## config.mk

```make
export PLATFORM = sky130hd
export DESIGN_NAME = phase_driven_adsr_envelope
export DESIGN_NICKNAME = d
export VERILOG_FILES = /design/src/hdl/pdae_pkg.sv /design/src/hdl/phase_driven_adsr_envelope.sv
export SDC_FILE = /design/constraint.sdc
export NUM_CORES = 2
export LEC_CHECK = 0
export BUFFER_PORTS_ARGS = -buffer_cell sky130_fd_sc_hd__buf_2
export CORE_ASPECT_RATIO = 2
export CORE_MARGIN = 3
export CORE_UTILIZATION = 61
export DETAILED_ROUTE_END_ITERATION = 8
export PLACE_DENSITY_LB_ADDON = 0.08
export REMOVE_ABC_BUFFERS = 1
export SYNTH_ARGS = -nofsm -noshare
export SYNTH_HDL_FRONTEND = slang
export SYNTH_SLANG_ARGS = --single-unit
```

## constraint.sdc

```tcl
create_clock -name clk_i -period 41.6 [get_ports clk_i]
set_input_delay 2.08 -clock clk_i [delete_from_list [all_inputs] [get_ports clk_i]]
set_output_delay 2.08 -clock clk_i [all_outputs]
set_load 0.005 [all_outputs]
```

## src/hdl/pdae_pkg.sv

```systemverilog
// ----------------------------------------------------------------------------
// pdae_pkg
// Shared types and constants of the phase-driven ADSR envelope generator.
// ----------------------------------------------------------------------------
package pdae_pkg;

  localparam int unsigned GateThreshold  = 66;
  localparam int unsigned ElapsedBitsDef = 20;

  // bend scale factors, 0.99999 and 0.999999 in Q32
  localparam logic [31:0] KA = 32'd4294924346;
  localparam logic [31:0] KB = 32'd4294963001;

  localparam logic [16:0] OneQ16 = 17'd65536;

  typedef enum logic [2:0] {
    STG_ATTACK  = 3'd0,
    STG_DECAY   = 3'd1,
    STG_SUSTAIN = 3'd2,
    STG_RELEASE = 3'd3,
    STG_END     = 3'd4
  } stage_e;

  typedef enum logic [2:0] {
    CFG_ATTACK_TIME   = 3'd0,
    CFG_DECAY_TIME    = 3'd1,
    CFG_SUSTAIN_LEVEL = 3'd2,
    CFG_RELEASE_TIME  = 3'd3,
    CFG_HOLD_TIME     = 3'd4,
    CFG_ATTACK_CURVE  = 3'd5,
    CFG_DECAY_CURVE   = 3'd6,
    CFG_RELEASE_CURVE = 3'd7
  } cfg_idx_e;

  // what the level of one beat needs after the state update
  typedef enum logic [2:0] {
    JOB_NONE   = 3'd0,
    JOB_SUS    = 3'd1,
    JOB_EASE_A = 3'd2,
    JOB_EASE_D = 3'd3,
    JOB_EASE_R = 3'd4
  } job_e;

endpackage

```

## src/hdl/phase_driven_adsr_envelope.sv

```systemverilog
// ----------------------------------------------------------------------------
// phase_driven_adsr_envelope
// One-channel ADSR envelope with hold, timed by phasor samples, Q16.
// ----------------------------------------------------------------------------
// Usage:
//   Input beats (phase_i, gate_level_i, gate_event_i) are taken when in_valid_i
//   is high and in_stall_o low. Each input beat gives exactly one output beat
//   (level_o, voice_active_o, env_stage_o) on out_valid_o / out_stall_i.
//   Registers are written over cfg_valid_i / cfg_ready_o with cfg_index_i and
//   cfg_data_i; the user must write them only while no beat is in flight, as
//   the block itself does not enforce it. One beat is worked at a time by a
//   bit-serial shift-add multiplier and a radix-2 restoring divider that retire
//   one bit per cycle. A beat that has ended or takes its level straight from
//   the gate skips both units; a bent curve stage takes longest, with the
//   52-step bend divide and up to nine serial multiplies of at most 18 steps.
//   The multiplier stops early once its multiplier operand runs out of ones.
//   A new input beat is taken as soon as the sequencer is idle, even while the
//   previous result still waits in the output register; a stalled output holds
//   its beat and the sequencer waits before loading the next one.
//   Reset puts the envelope in the ended stage with all timers cleared and
//   loads the register reset values (sustain at 1.0, everything else zero).
module phase_driven_adsr_envelope
  import pdae_pkg::*;
#(
  parameter int unsigned ElapsedBits = ElapsedBitsDef
) (
  input  logic        clk_i,
  input  logic        rst_ni,
  input  logic        in_valid_i,
  output logic        in_stall_o,
  input  logic [15:0] phase_i,
  input  logic [16:0] gate_level_i,
  input  logic        gate_event_i,
  output logic        out_valid_o,
  input  logic        out_stall_i,
  output logic [16:0] level_o,
  output logic        voice_active_o,
  output logic [2:0]  env_stage_o,
  input  logic        cfg_valid_i,
  output logic        cfg_ready_o,
  input  logic [2:0]  cfg_index_i,
  input  logic [16:0] cfg_data_i
);

  localparam int unsigned EB = ElapsedBits;

  typedef enum logic [12:0] {
    S_IDLE = 13'b0000000000001,
    S_SUS  = 13'b0000000000010,
    S_FRAC = 13'b0000000000100,
    S_QB   = 13'b0000000001000,
    S_QA   = 13'b0000000010000,
    S_T    = 13'b0000000100000,
    S_NUM  = 13'b0000001000000,
    S_BDIV = 13'b0000010000000,
    S_P2   = 13'b0000100000000,
    S_P3   = 13'b0001000000000,
    S_MIX1 = 13'b0010000000000,
    S_MIX2 = 13'b0100000000000,
    S_OUT  = 13'b1000000000000
  } seq_e;

  // configuration
  logic [16:0] at_q, dt_q, sl_q, rt_q, ht_q;
  logic [16:0] ac_q, dc_q, rc_q;

  assign cfg_ready_o = 1'b1;

  always_ff @(posedge clk_i or negedge rst_ni) begin
    if (!rst_ni) begin
      at_q <= '0;
      dt_q <= '0;
      sl_q <= OneQ16;
      rt_q <= '0;
      ht_q <= '0;
      ac_q <= '0;
      dc_q <= '0;
      rc_q <= '0;
    end else if (cfg_valid_i) begin
      unique case (cfg_idx_e'(cfg_index_i))
        CFG_ATTACK_TIME:   at_q <= cfg_data_i;
        CFG_DECAY_TIME:    dt_q <= cfg_data_i;
        CFG_SUSTAIN_LEVEL: sl_q <= cfg_data_i;
        CFG_RELEASE_TIME:  rt_q <= cfg_data_i;
        CFG_HOLD_TIME:     ht_q <= cfg_data_i;
        CFG_ATTACK_CURVE:  ac_q <= cfg_data_i;
        CFG_DECAY_CURVE:   dc_q <= cfg_data_i;
        CFG_RELEASE_CURVE: rc_q <= cfg_data_i;
      endcase
    end
  end

  // envelope state
  stage_e         stage_q;
  logic [16:0]    gp_q, rs_q, last_q;
  logic [15:0]    prev_q;
  logic [EB-1:0]  el_q, hold_q;
  job_e           job_q;

  // sequencer and serial units
  seq_e           seq_q;
  logic           run_q;
  logic [17:0]    mul_b_q;
  logic [52:0]    mul_a_q, acc_q;
  logic [5:0]     div_cnt_q;
  logic [36:0]    rem_q;
  logic [51:0]    num_q;
  logic [16:0]    dq_q;
  logic           ovf_q;
  logic [35:0]    dsr_q;

  // intermediate results
  logic [16:0]    sus_q, v_q, p_q, w_q, lvl_q;
  logic [32:0]    qb_q;
  logic [33:0]    qa_q;
  logic [34:0]    n_q;
  logic [35:0]    den_q;
  logic [32:0]    p2_q;

  // output register
  logic           out_valid_q;
  logic [16:0]    out_level_q;
  logic           out_active_q;
  logic [2:0]     out_stage_q;

  logic in_acc, out_free, op_fin;

  assign in_stall_o = (seq_q != S_IDLE);
  assign in_acc     = in_valid_i && !in_stall_o;
  assign out_free   = !out_valid_q || !out_stall_i;

  assign out_valid_o    = out_valid_q;
  assign level_o        = out_level_q;
  assign voice_active_o = out_active_q;
  assign env_stage_o    = out_stage_q;

  // ---------------------------------------------------------------------------
  // per-beat state update
  // ---------------------------------------------------------------------------
  stage_e        stg;
  logic [EB-1:0] el, hel;
  logic [15:0]   pp;
  logic [16:0]   gp, rs, lvl;
  job_e          job;

  always_comb begin
    logic          was_off, is_on, onset;
    logic [16:0]   gdiff, pdiff;
    logic [15:0]   adv;
    logic [EB:0]   hsum, esum;
    stg   = stage_q;
    el    = el_q;
    hel   = hold_q;
    pp    = prev_q;
    gp    = gp_q;
    rs    = rs_q;
    lvl   = '0;
    job   = JOB_NONE;
    was_off = (last_q <= 17'(GateThreshold));
    is_on   = (gate_level_i > 17'(GateThreshold));
    onset   = 1'b0;
    gdiff   = (gate_level_i > gp_q) ? gate_level_i - gp_q : gp_q - gate_level_i;
    if (was_off && is_on) begin
      onset = 1'b1;
    end else if (!was_off && !is_on) begin
      if (ht_q == '0) begin
        stg = (rt_q != '0) ? STG_RELEASE : STG_END;
        el  = '0;
      end
    end else if (is_on) begin
      if (gate_event_i || gdiff > 17'(GateThreshold)) onset = 1'b1;
    end
    if (onset) begin
      gp = gate_level_i;
      if (at_q == '0) stg = (dt_q == '0) ? STG_SUSTAIN : STG_DECAY;
      else            stg = STG_ATTACK;
      hel = '0;
      pp  = phase_i;
      el  = '0;
      rs  = gate_level_i;
    end
    // wrap-corrected advance, small backward steps count as zero
    pdiff = {1'b0, phase_i} - {1'b0, pp};
    adv   = (pdiff[16] && pdiff[15]) ? 16'd0 : pdiff[15:0];
    pp    = phase_i;
    hsum  = {1'b0, hel} + (EB+1)'(adv);
    esum  = {1'b0, el} + (EB+1)'(adv);
    hel   = hsum[EB] ? '1 : hsum[EB-1:0];
    el    = esum[EB] ? '1 : esum[EB-1:0];
    if (ht_q != '0 && hel >= EB'(ht_q) && stg != STG_RELEASE && stg != STG_END) begin
      stg = (rt_q != '0) ? STG_RELEASE : STG_END;
      el  = '0;
    end
    unique case (stg)
      STG_ATTACK: begin
        if (el >= EB'(at_q)) begin
          el = el - EB'(at_q);
          if (dt_q == '0) begin
            stg = STG_SUSTAIN;
            job = JOB_SUS;
          end else begin
            stg = STG_DECAY;
            lvl = gp;
            rs  = gp;
          end
        end else begin
          job = JOB_EASE_A;
        end
      end
      STG_DECAY: begin
        if (el >= EB'(dt_q)) begin
          el  = el - EB'(dt_q);
          stg = STG_SUSTAIN;
          job = JOB_SUS;
        end else begin
          job = JOB_EASE_D;
        end
      end
      STG_SUSTAIN: job = JOB_SUS;
      STG_RELEASE: begin
        if (el >= EB'(rt_q)) stg = STG_END;
        else                 job = JOB_EASE_R;
      end
      default: stg = STG_END;
    endcase
  end

  // ---------------------------------------------------------------------------
  // operand selection and result shaping
  // ---------------------------------------------------------------------------
  logic [16:0] crv, tsel, mag, mix_s, mix_e;
  logic        neg;
  logic [52:0] rnd;
  logic [16:0] sus_n;
  logic [37:0] dv, nv, tv, denv;
  logic        bend_bad;
  logic [34:0] p2x3;
  logic [51:0] w48, wr;
  logic [19:0] wf;
  logic [16:0] wn;
  seq_e        first_seq;

  always_comb begin
    unique case (job_q)
      JOB_EASE_A: begin crv = ac_q; tsel = at_q; end
      JOB_EASE_D: begin crv = dc_q; tsel = dt_q; end
      default:    begin crv = rc_q; tsel = rt_q; end
    endcase
    unique case (job_q)
      JOB_EASE_A: begin mix_s = '0;   mix_e = gp_q;  end
      JOB_EASE_D: begin mix_s = gp_q; mix_e = sus_q; end
      default:    begin mix_s = rs_q; mix_e = '0;    end
    endcase
  end

  assign neg   = crv[16];
  assign mag   = neg ? 17'(-crv) : crv;
  assign rnd   = acc_q + 53'd32768;
  assign sus_n = (|rnd[52:33]) ? 17'h1FFFF : rnd[32:16];

  // bend terms, two's complement over 38 bits
  assign dv   = neg ? 38'h1_0000_0000 + 38'(qb_q) : 38'h1_0000_0000 - 38'(qb_q);
  assign nv   = neg ? dv - 38'(qa_q) : dv + 38'(qa_q);
  assign tv   = 38'(acc_q[50:16]);
  assign denv = neg ? dv - tv : dv + tv;
  assign bend_bad = denv[37] || (denv == '0) || nv[37] || (nv == '0);

  // cubic ease weight w = p/2 + 3p^2/2 - p^3
  assign p2x3 = 35'(p2_q) + 35'({p2_q, 1'b0});
  assign w48  = 52'({p_q, 31'b0}) + 52'({p2x3, 15'b0}) - 52'(acc_q);
  assign wr   = w48 + 52'h0_0000_8000_0000;
  assign wf   = wr[51:32];
  assign wn   = (wf > 20'(OneQ16)) ? OneQ16 : wf[16:0];

  always_comb begin
    unique case (job)
      JOB_SUS, JOB_EASE_D:    first_seq = S_SUS;
      JOB_EASE_A, JOB_EASE_R: first_seq = S_FRAC;
      default:                first_seq = S_OUT;
    endcase
  end

  always_comb begin
    unique case (seq_q)
      S_FRAC, S_BDIV: op_fin = run_q && (div_cnt_q == '0);
      default:        op_fin = run_q && (mul_b_q == '0);
    endcase
  end

  // divider step
  logic [36:0] dsh, rem_n;
  logic        dge;
  assign dsh   = {rem_q[35:0], num_q[51]};
  assign dge   = (dsh >= {1'b0, dsr_q});
  assign rem_n = dge ? dsh - {1'b0, dsr_q} : dsh;

  // ---------------------------------------------------------------------------
  // control registers
  // ---------------------------------------------------------------------------
  always_ff @(posedge clk_i or negedge rst_ni) begin
    if (!rst_ni) begin
      seq_q       <= S_IDLE;
      run_q       <= 1'b0;
      mul_b_q     <= '0;
      div_cnt_q   <= '0;
      stage_q     <= STG_END;
      gp_q        <= '0;
      rs_q        <= '0;
      last_q      <= '0;
      prev_q      <= '0;
      el_q        <= '0;
      hold_q      <= '0;
      job_q       <= JOB_NONE;
      out_valid_q <= 1'b0;
    end else begin
      if (mul_b_q != '0)   mul_b_q   <= mul_b_q >> 1;
      if (div_cnt_q != '0) div_cnt_q <= div_cnt_q - 6'd1;
      if (seq_q == S_OUT && out_free) out_valid_q <= 1'b1;
      else if (!out_stall_i)          out_valid_q <= 1'b0;
      unique case (seq_q)
        S_IDLE: begin
          if (in_acc) begin
            stage_q <= stg;
            gp_q    <= gp;
            rs_q    <= rs;
            last_q  <= gate_level_i;
            prev_q  <= pp;
            el_q    <= el;
            hold_q  <= hel;
            job_q   <= job;
            seq_q   <= first_seq;
          end
        end
        S_OUT: begin
          if (out_free) begin
            if (job_q == JOB_SUS || job_q == JOB_EASE_D ||
                (job_q == JOB_EASE_A && p_q != '0)) begin
              rs_q <= lvl_q;
            end
            seq_q <= S_IDLE;
          end
        end
        default: begin
          if (!run_q) begin
            run_q <= 1'b1;
            unique case (seq_q)
              S_SUS:   mul_b_q   <= 18'(sl_q);
              S_FRAC:  div_cnt_q <= 6'd16;
              S_QB:    mul_b_q   <= 18'(mag);
              S_QA:    mul_b_q   <= {mag, 1'b0};
              S_T:     mul_b_q   <= 18'(v_q);
              S_NUM:   mul_b_q   <= 18'(v_q);
              S_BDIV:  div_cnt_q <= 6'd52;
              S_P2:    mul_b_q   <= 18'(p_q);
              S_P3:    mul_b_q   <= 18'(p_q);
              S_MIX1:  mul_b_q   <= 18'(OneQ16 - w_q);
              default: mul_b_q   <= 18'(w_q);
            endcase
          end else if (op_fin) begin
            run_q <= 1'b0;
            unique case (seq_q)
              S_SUS:   seq_q <= (job_q == JOB_SUS) ? S_OUT : S_FRAC;
              S_FRAC:  seq_q <= (crv == '0) ? S_P2 : S_QB;
              S_QB:    seq_q <= S_QA;
              S_QA:    seq_q <= S_T;
              S_T:     seq_q <= bend_bad ? S_P2 : S_NUM;
              S_NUM:   seq_q <= S_BDIV;
              S_BDIV:  seq_q <= S_P2;
              S_P2:    seq_q <= S_P3;
              S_P3:    seq_q <= S_MIX1;
              S_MIX1:  seq_q <= S_MIX2;
              default: seq_q <= S_OUT;
            endcase
          end
        end
      endcase
    end
  end

  // ---------------------------------------------------------------------------
  // datapath registers
  // ---------------------------------------------------------------------------
  always_ff @(posedge clk_i) begin
    if (mul_b_q != '0) begin
      if (mul_b_q[0]) acc_q <= acc_q + mul_a_q;
      mul_a_q <= mul_a_q << 1;
    end
    if (div_cnt_q != '0) begin
      rem_q <= rem_n;
      num_q <= num_q << 1;
      ovf_q <= ovf_q | dq_q[16];
      dq_q  <= {dq_q[15:0], dge};
    end
    if (seq_q == S_IDLE && in_acc) lvl_q <= lvl;
    if (seq_q == S_OUT && out_free) begin
      out_level_q  <= lvl_q;
      out_active_q <= (stage_q != STG_END);
      out_stage_q  <= stage_q;
    end
    if (!run_q) begin
      unique case (seq_q)
        S_SUS:  begin mul_a_q <= 53'(gp_q); acc_q <= '0; end
        S_FRAC: begin
          rem_q <= 37'(el_q[16:0]);
          num_q <= '0;
          dq_q  <= '0;
          ovf_q <= 1'b0;
          dsr_q <= 36'(tsel);
        end
        S_QB:   begin mul_a_q <= 53'(KB);    acc_q <= '0; end
        S_QA:   begin mul_a_q <= 53'(KA);    acc_q <= '0; end
        S_T:    begin mul_a_q <= 53'(qa_q);  acc_q <= '0; end
        S_NUM:  begin mul_a_q <= 53'(n_q);   acc_q <= '0; end
        S_BDIV: begin
          rem_q <= '0;
          num_q <= acc_q[51:0] + 52'(den_q >> 1);
          dq_q  <= '0;
          ovf_q <= 1'b0;
          dsr_q <= den_q;
        end
        S_P2:   begin mul_a_q <= 53'(p_q);   acc_q <= '0; end
        S_P3:   begin mul_a_q <= 53'(p2_q);  acc_q <= '0; end
        S_MIX1: begin mul_a_q <= 53'(mix_s); acc_q <= '0; end
        S_MIX2: mul_a_q <= 53'(mix_e);
        default: ;
      endcase
    end else if (op_fin) begin
      unique case (seq_q)
        S_SUS: begin
          sus_q <= sus_n;
          lvl_q <= sus_n;
        end
        S_FRAC: begin
          v_q <= {1'b0, dq_q[15:0]};
          p_q <= {1'b0, dq_q[15:0]};
        end
        S_QB: qb_q <= rnd[48:16];
        S_QA: qa_q <= rnd[49:16];
        S_T: begin
          n_q   <= nv[34:0];
          den_q <= denv[35:0];
          if (bend_bad) p_q <= v_q;
        end
        S_BDIV: p_q <= (ovf_q || dq_q > OneQ16) ? OneQ16 : dq_q;
        S_P2:   p2_q <= acc_q[32:0];
        S_P3:   w_q <= wn;
        S_MIX2: lvl_q <= rnd[32:16];
        default: ;
      endcase
    end
  end

  // ---------------------------------------------------------------------------
  // assertions
  // ---------------------------------------------------------------------------
  a_busy_after_accept: assert property (@(posedge clk_i) disable iff (!rst_ni)
    in_acc |=> in_stall_o)
    else $error("sequencer took a beat without leaving idle");

  a_active_matches_stage: assert property (@(posedge clk_i) disable iff (!rst_ni)
    out_valid_o |-> (voice_active_o == (env_stage_o != STG_END)))
    else $error("voice_active disagrees with env_stage");

  a_ended_is_silent: assert property (@(posedge clk_i) disable iff (!rst_ni)
    (out_valid_o && !voice_active_o) |-> (level_o == '0))
    else $error("ended voice with nonzero level");

  a_units_quiet_in_idle: assert property (@(posedge clk_i) disable iff (!rst_ni)
    (seq_q == S_IDLE) |-> (mul_b_q == '0 && div_cnt_q == '0))
    else $error("serial unit still running while idle");

endmodule
```

After elaboration in Yosys (flattened, before gate mapping)
Index checks and enable logic that the tools add are counted.
Cells by class
  add/subtract/negate cells: 24
  order comparisons: 11
  equal/unequal tests: 39
  multiplexer cells: 107
  bitwise operators: 2
  reductions and logical operators: 73
Operators by type and width (count)
  53-bit one-hot mux with 9 select lines: 1
  17-bit 2-to-1 mux: 22
  53-bit 2-to-1 mux: 6
  17-bit one-hot mux with 2 select lines: 6
  20-bit 2-to-1 mux: 10
  13-bit one-hot mux with 10 select lines: 1
  18-bit one-hot mux with 7 select lines: 1
  38-bit 2-to-1 mux: 3
  37-bit 2-to-1 mux: 3
  52-bit 2-to-1 mux: 2
  52-bit one-hot mux with 2 select lines: 1
  20-bit by 17-bit greater-or-equal comparator with 1-bit output: 4
  38-bit zero test: 2
  37-bit one-hot mux with 2 select lines: 1
  36-bit one-hot mux with 2 select lines: 1
  17-bit zero test: 4
  13-bit 2-to-1 mux: 5
  18-bit 2-to-1 mux: 3
  53-bit by 16-bit adder with 53-bit output, second input constant: 1
  53-bit adder: 1
  52-bit by 32-bit adder with 52-bit output, second input constant: 1
  52-bit by 35-bit adder with 52-bit output: 1
  13-bit one-hot mux with 2 select lines: 2
  51-bit by 52-bit subtractor with 52-bit output: 1
  other kinds (72): 173
Word-level totals
  register bits: 813
  bits of input ports: 59
  output and inout port bits: 24
  logic and storage cells: 297

Depth between registers and ports, before layout
  depth after elaboration: 27
  mapped depth: 82
  mapped depth without buffers: 77

Worst setup path after synthesis
Ideal clock, no wire load.
  kind: input port to flip-flop
  start: input gate_level_i[0]
  end: register el_q[10]
  library setup time: 0.077 ns
  arrival time: 17.153 ns
  required time: 41.523 ns
  slack: 24.369 ns
  stages on the path: 77
  path buffers: 9
  cells stage by stage: ha_1 -> inv_1 -> fa_1 -> a41oi_1 -> a31oi_1 -> a21o_1 -> or4_1 -> a21oi_1 -> mux2i_1 -> xnor2_1 -> and3_1 -> a21oi_2 -> clkbuf_1 -> clkbuf_1 -> clkbuf_1 -> clkbuf_1 -> mux2i_1 -> ha_1 -> [41 not listed] -> fa_1 -> nand2_1 -> nand2_1 -> a21oi_1 -> o21ai_0 -> a21oi_1 -> o21ai_0 -> a21oi_1 -> nor2_1 -> a211oi_1 -> o31ai_1 -> a21oi_1 -> mux2i_1 -> or4_1 -> nand2_1 -> clkbuf_1 -> a22oi_1 -> a21oi_1
On the way
  word-level cells in the longest chain between the ends: 22
  elaborated cells between the ends (all ways): 46
  classes of those cells: add/sub (7); order compare (6); eq/ne (3); mux (21); reduce/logical (9)
Ends and longest elaborated chain
  start, declared: line phase_driven_adsr_envelope.sv:32  | input logic [16:0] gate_level_i,
  17-bit subtractor / 17-bit greater-than comparator (equally long branches): line phase_driven_adsr_envelope.sv:162  | gdiff = (gate_level_i > gp_q) ? gate_level_i - gp_q : gp_q - gate_level_i;
  17-bit 2-to-1 mux: line phase_driven_adsr_envelope.sv:162
  17-bit by 7-bit greater-than comparator with 1-bit output: line phase_driven_adsr_envelope.sv:171  | if (gate_event_i || gdiff > 17'(GateThreshold)) onset = 1'b1;
  1-bit logical OR: line phase_driven_adsr_envelope.sv:171
  1-bit 2-to-1 mux: line phase_driven_adsr_envelope.sv:171
  1-bit 2-to-1 mux: line phase_driven_adsr_envelope.sv:170  | end else if (is_on) begin
  1-bit 2-to-1 mux: line phase_driven_adsr_envelope.sv:165  | end else if (!was_off && !is_on) begin
  1-bit 2-to-1 mux (*): line phase_driven_adsr_envelope.sv:163  | if (was_off && is_on) begin
  [5 not listed]
  20-bit 2-to-1 mux (*): line phase_driven_adsr_envelope.sv:188  | hel = hsum[EB] ? '1 : hsum[EB-1:0];
  named net hel[2]: line phase_driven_adsr_envelope.sv:141  | logic [EB-1:0] el, hel;
  20-bit by 17-bit greater-or-equal comparator with 1-bit output (*): line phase_driven_adsr_envelope.sv:190  | if (ht_q != '0 && hel >= EB'(ht_q) && stg != STG_RELEASE && stg != STG_END) begin
  1-bit logical AND (*) (3 in series): line phase_driven_adsr_envelope.sv:190
  20-bit 2-to-1 mux: line phase_driven_adsr_envelope.sv:190
  20-bit by 17-bit subtractor with 20-bit output (tied with other cells): line phase_driven_adsr_envelope.sv:212  | el = el - EB'(dt_q);
  20-bit 2-to-1 mux (on tied branches): line phase_driven_adsr_envelope.sv:211, phase_driven_adsr_envelope.sv:196
  20-bit one-hot mux with 2 select lines (*): line phase_driven_adsr_envelope.sv:194  | unique case (stg)
  end signal, assigned: line phase_driven_adsr_envelope.sv:328  | el_q <= el;
  end, declared: line phase_driven_adsr_envelope.sv:97  | logic [EB-1:0] el_q, hold_q;
The timed path passes the listed nets; every way through them passes the cells marked *.
A chain may end at the register's enable or synchronous reset.

Final worst setup path
  start: input gate_level_i[0]
  end: register rs_q[10]
On the way
  word-level cells in the longest chain between the ends: 24
  elaborated cells between the ends (all ways): 46
  classes of those cells: add/sub (5); order compare (5); eq/ne (2); mux (25); reduce/logical (9)
Ends and longest elaborated chain
  17-bit subtractor / 17-bit greater-than comparator (equally long branches): line phase_driven_adsr_envelope.sv:162
  17-bit 2-to-1 mux: line phase_driven_adsr_envelope.sv:162
  17-bit by 7-bit greater-than comparator with 1-bit output: line phase_driven_adsr_envelope.sv:171
  1-bit logical OR: line phase_driven_adsr_envelope.sv:171
  1-bit 2-to-1 mux: line phase_driven_adsr_envelope.sv:171
  1-bit 2-to-1 mux: line phase_driven_adsr_envelope.sv:170
  1-bit 2-to-1 mux: line phase_driven_adsr_envelope.sv:165
  1-bit 2-to-1 mux (*): line phase_driven_adsr_envelope.sv:163
  [6 not listed]
  named net hel[1]: line phase_driven_adsr_envelope.sv:141
  20-bit by 17-bit greater-or-equal comparator with 1-bit output (*): line phase_driven_adsr_envelope.sv:190
  1-bit logical AND (*) (3 in series): line phase_driven_adsr_envelope.sv:190
  20-bit 2-to-1 mux: line phase_driven_adsr_envelope.sv:190
  20-bit by 17-bit greater-or-equal comparator with 1-bit output: line phase_driven_adsr_envelope.sv:196  | if (el >= EB'(at_q)) begin
  17-bit 2-to-1 mux: line phase_driven_adsr_envelope.sv:196
  17-bit 2-to-1 mux (*): line phase_driven_adsr_envelope.sv:194
  17-bit 2-to-1 mux (*): line phase_driven_adsr_envelope.sv:322  | if (in_acc) begin
  17-bit one-hot mux with 2 select lines (*): line phase_driven_adsr_envelope.sv:320  | unique case (seq_q)
  end signal, assigned: line phase_driven_adsr_envelope.sv:325  | rs_q <= rs;
  end signal, assigned: line phase_driven_adsr_envelope.sv:338  | rs_q <= lvl_q;
  end, declared: line phase_driven_adsr_envelope.sv:95  | logic [16:0] gp_q, rs_q, last_q;
The timed path passes the listed nets; every way through them passes the cells marked *. The select of a mux whose other input is x is not followed.

==> results_tabular.tex <==
\begin{tabular}{lr}
\hline
Metric & Value \\
\hline
\multicolumn{2}{l}{\textbf{Timing}} \\
Least-Margin Pin Slew & around 1.3 ns \\
Setup clock skew after layout & 0.0305 ns \\
Max Clk Rate & 53.1 MHz \\
Slew Viols, Final & 0 \\
Max-slew headroom at the worst pin & 0.101 \\
Share of the cycle needed by the critical path after routing & 0.453 \\
Worst-case setup margin in the final layout & between 20 and 25 ns \\
Sum of negative setup slack & 0 ns \\
Final setup violation count & 0 \\
Min Hold Slack & 0.459 ns \\
Final min period & 18.84 ns \\
RSZ-0062 raised after global routing & false \\
Hold violation count in the final report & 0 \\
\multicolumn{2}{l}{\textbf{Synthesis}} \\
Leading area contributor after synthesis & edfxtp\_1 \\
Distinct cell type count after synthesis & 92 \\
Most common library cells after synthesis & 666 x nand2\_1, 488 x nor2\_1, 485 x a21oi\_1 \\
Post-synthesis average cell area & 8.90 sq um \\
Library cell with the highest instance count after synthesis & nand2\_1 \\
Sequential fraction of the synthesis area & 0.362 \\
Commonest register cell after synthesis & edfxtp\_1 \\
Syn. warnings & 0 \\
Number of synthesized register bits & 812 \\
Post-synth top area share & 0.155 \\
Number of synthesized flops with an enable pin & 295 \\
Asr flop ratio synth & 0.355 \\
Post-Syn Instances & 6413 \\
Netlist area before placement & 0.0571 sq mm \\
Leading cell types by total area after synthesis & edfxtp\_1 16\%, dfrtp\_1 12\%, ha\_1 10\% \\
\multicolumn{2}{l}{\textbf{Routing}} \\
Avg WL per Cell & 28.1 um \\
Initial DRT Pass Iterations & 6 \\
Routed Antenna Nets & 0 \\
DRC & 0 \\
Drt first-iter violations & 4430 \\
DR vias/cell & 6.68 \\
Sum of routed wire length over all layers & 215 mm \\
Vias & 51206 \\
\multicolumn{2}{l}{\textbf{Worst setup path}} \\
CP required & 42.17 ns \\
CP Max Fanout & 33 \\
Crit. End Element & flip-flop \\
Crit path DAT & approximately 19 ns \\
Max stage delay on crit path & 0.98 ns \\
Category of the worst setup path launch point & input port \\
Path type of the worst setup path & in2reg \\
Most used cell, CP & a21oi\_1 \\
Cell with the largest stage delay on the worst path & a211oi\_2 \\
\multicolumn{2}{l}{\textbf{Finish}} \\
Post-route core utilization & 0.663 \\
Total Nets Final & 6953 \\
Area overhead of the layout relative to synthesis & 7.65\% \\
Fraction of final layout cells with drive strength greater than 1 & 0.0753 \\
\multicolumn{2}{l}{\textbf{Clocking}} \\
Count of cells resized by post-cts repair & 0 \\
Clock tree sinks & 812 \\
Clock latency reported for the late side of the worst-skew pair & around 0.70 ns \\
H-tree level count & 3 \\
Number of setup buffers added after CTS & 0 \\
Clock root buffer master & clkbuf\_16 \\
Clock Tree Buf Depth & 3 \\
Number of buffers added to fix hold violations after cts & 0 \\
Worst-path clk slew & about 0.070 ns \\
Cts bufs inserted & between 70 and 80 \\
Clock tree from TritonCTS & done \\
\multicolumn{2}{l}{\textbf{Power and ir drop}} \\
Clock power frac & 0.147 \\
Logic gate share of total power & 0.594 \\
VDD IR max & 0.101 mV \\
Fraction of power consumed by sequential logic & 0.259 \\
Switching pwr & 2.55 mW \\
Power density of the placed cells & roughly 84 mW/mm\^{}2 \\
Switching share of power & 0.493 \\
Cell internal power dissipation & 2.62 mW \\
Pleak & roughly 26 nW \\
Final Total Pwr & around 5.2 mW \\
\multicolumn{2}{l}{\textbf{Place}} \\
Worst slack, placed & 22.53 ns \\
Global placement routability congestion & 1.09 \\
DP Wirelength & between 150 and 200 mm \\
Buffers on Ports & 81 \\
\multicolumn{2}{l}{\textbf{GRT}} \\
Pin count of the biggest net entering global routing & 88 \\
Met2 demand-to-capacity share in global routing & 0.752 \\
Grt met3 use & 0.0883 \\
Global-route wire length before repair & 317 mm \\
Most heavily used metal layer in global routing & met2 \\
Residual overflow from global routing & 0 \\
Antenna violations before repair & 15 \\
Met1 track demand over resource & 0.400 \\
Vias in the first global route & between 50000 and 60000 \\
GRT Total Usage & 0.434 \\
\multicolumn{2}{l}{\textbf{Floorplan}} \\
Starting utilization of the core area & 0.616 \\
Die outline height & 439 um \\
Total Die Area & around 0.098 sq mm \\
Chip width & between 200 and 250 um \\
Num ports & 83 \\
Number of placement rows & $\sim$160 \\
Standard cell core area & 0.0927 sq mm \\
\multicolumn{2}{l}{\textbf{Hold path}} \\
Path category of the worst min-delay check & reg2reg \\
\multicolumn{2}{l}{\textbf{Job}} \\
Total of max-cap violations & 0 \\
\multicolumn{2}{l}{\textbf{Status}} \\
Result of the run & finished clean \\
\hline
\end{tabular}
[power by group through the flow]
stage / registers (mW) / logic [mW] / clock network (mW)
floorplan: 1.23 / 2.05 / 0
global placement: 1.33 / 2.90 / 0
detailed placement: 1.34 / 2.94 / 0
CTS: 1.32 / 2.97 / 0.764
global route: 1.35 / 3.31 / 0.792
finish: 1.34 / 3.07 / 0.761
[worst max-delay path, delay by kind of cell]
kind / cells / cell delay (ns)
and+or+nand+nor: 18 / 2.56
xor gates and xnor gates: 1 / 0.08
muxes: 2 / 0.63
adders and majority gates: 7 / 2.26
buffers and inverters: 9 / 1.60
AOI/OAI and AO/OA: 39 / 10.12
[layer usage]
metal | up-vias | wire [um]
li1 | 23283 | -
met1 | 24497 | 65500
met2 | 2345 | 105000
met3 | 1079 | 14500
met4 | 2 | 30400
met5 | - | 10
[per-stage QoR]
| stage | cell area, sq um | cells |
|---|---|---|
| after floorplan | 56100 | 6152 |
| after global routing | 61400 | 7656 |
| after global placement | 58800 | 7511 |
| after detailed placement | 58800 | 7511 |
| final | 61500 | 7662 |
| after CTS | 61400 | 7652 |
[final timing paths]
| check | from | end | slack (ns) | cells after the start |
|---|---|---|---|---|
| setup / recovery | gate_level_i[0] | rs_q[10] | 22.76 | 76 |
| hold / removal | num_q[0] | num_q[0] | 0.46 | 2 |
| setup reg to reg | gp_q[0] | rs_q[10] | 23.62 | 76 |
| hold reg to reg | num_q[0] | num_q[0] | 0.46 | 2 |
| max in group asynchronous | rst_ni | at_q[0] | 37.74 | 3 |
| min in group asynchronous | rst_ni | gp_q[7] | 1.34 | 1 |
[layout by cell type, fill, tap and decap left out, types with 30 or more instances in the layout]
cell       netlist  layout
nand3_1        106     106
edfxtp_1       295     295
o21bai_1        47      47
buf_2            6      80
a22oi_1         43      43
inv_1          346     345
nand2b_1        64      62
xor2_1         132     132
a211oi_1        74      73
buf_4            6      78
and3_1          51      51
clkbuf_16        0      81
nor4_1          73      71
nor2_1         488     480
o31ai_1         42      42
mux2_2         109     109
ha_1           473     473
o22ai_1         52      52
dfxtp_1        229     229
xnor2_1        312     312
fa_1            30      30
mux2i_1        181     181
and2_1          56      55
dfrtp_1        285     283
or3_1           58      58
o21a_1          60      59
a221oi_1        51      51
nand4_1         56      56
nor2b_1         88      87
nor3_1         161     155
nand2_1        666     664
a31oi_1         53      51
o21ai_0        434     433
a21oi_1        485     484
a21o_1         145     145
o211ai_1        34      34
[area by class of cell]
cell class	instances	area, sq um
multi-input cells	4992	34400
fillers	7792	31300
flip-flops and latches	812	20700
clock buffers	101	2160
well taps	1200	1500
inverters	348	1310
repair buffers	159	1000
clock inverters	40	457
diodes	10	25.0
[state kept, by name, summed over array words and instances, names as in the netlist, 20 cells and up]
name	flops
mul_a_q	53
den_q	36
qa_q	34
num_q	52
el_q	20
hold_q	20
rem_q	36
p2_q	33
acc_q	53
dsr_q	36
n_q	35
qb_q	33
[cell families (layout without fill, tap and decap cells)]
| logic type | Yosys count | count (layout) | share of synthesized area |
|---|---|---|---|
| other cells | 1 | 11 | 0.0000657 |
| xor+xnor | 444 | 444 | 0.0681 |
| fa+ha+maj | 503 | 503 | 0.114 |
| flops | 812 | 812 | 0.362 |
| mux | 290 | 290 | 0.0532 |
| simple gates | 1997 | 1997 | 0.166 |
| compound gates | 1757 | 1757 | 0.196 |
| buf+inv | 609 | 648 | 0.0407 |
(Power assumes the default switching activity.)
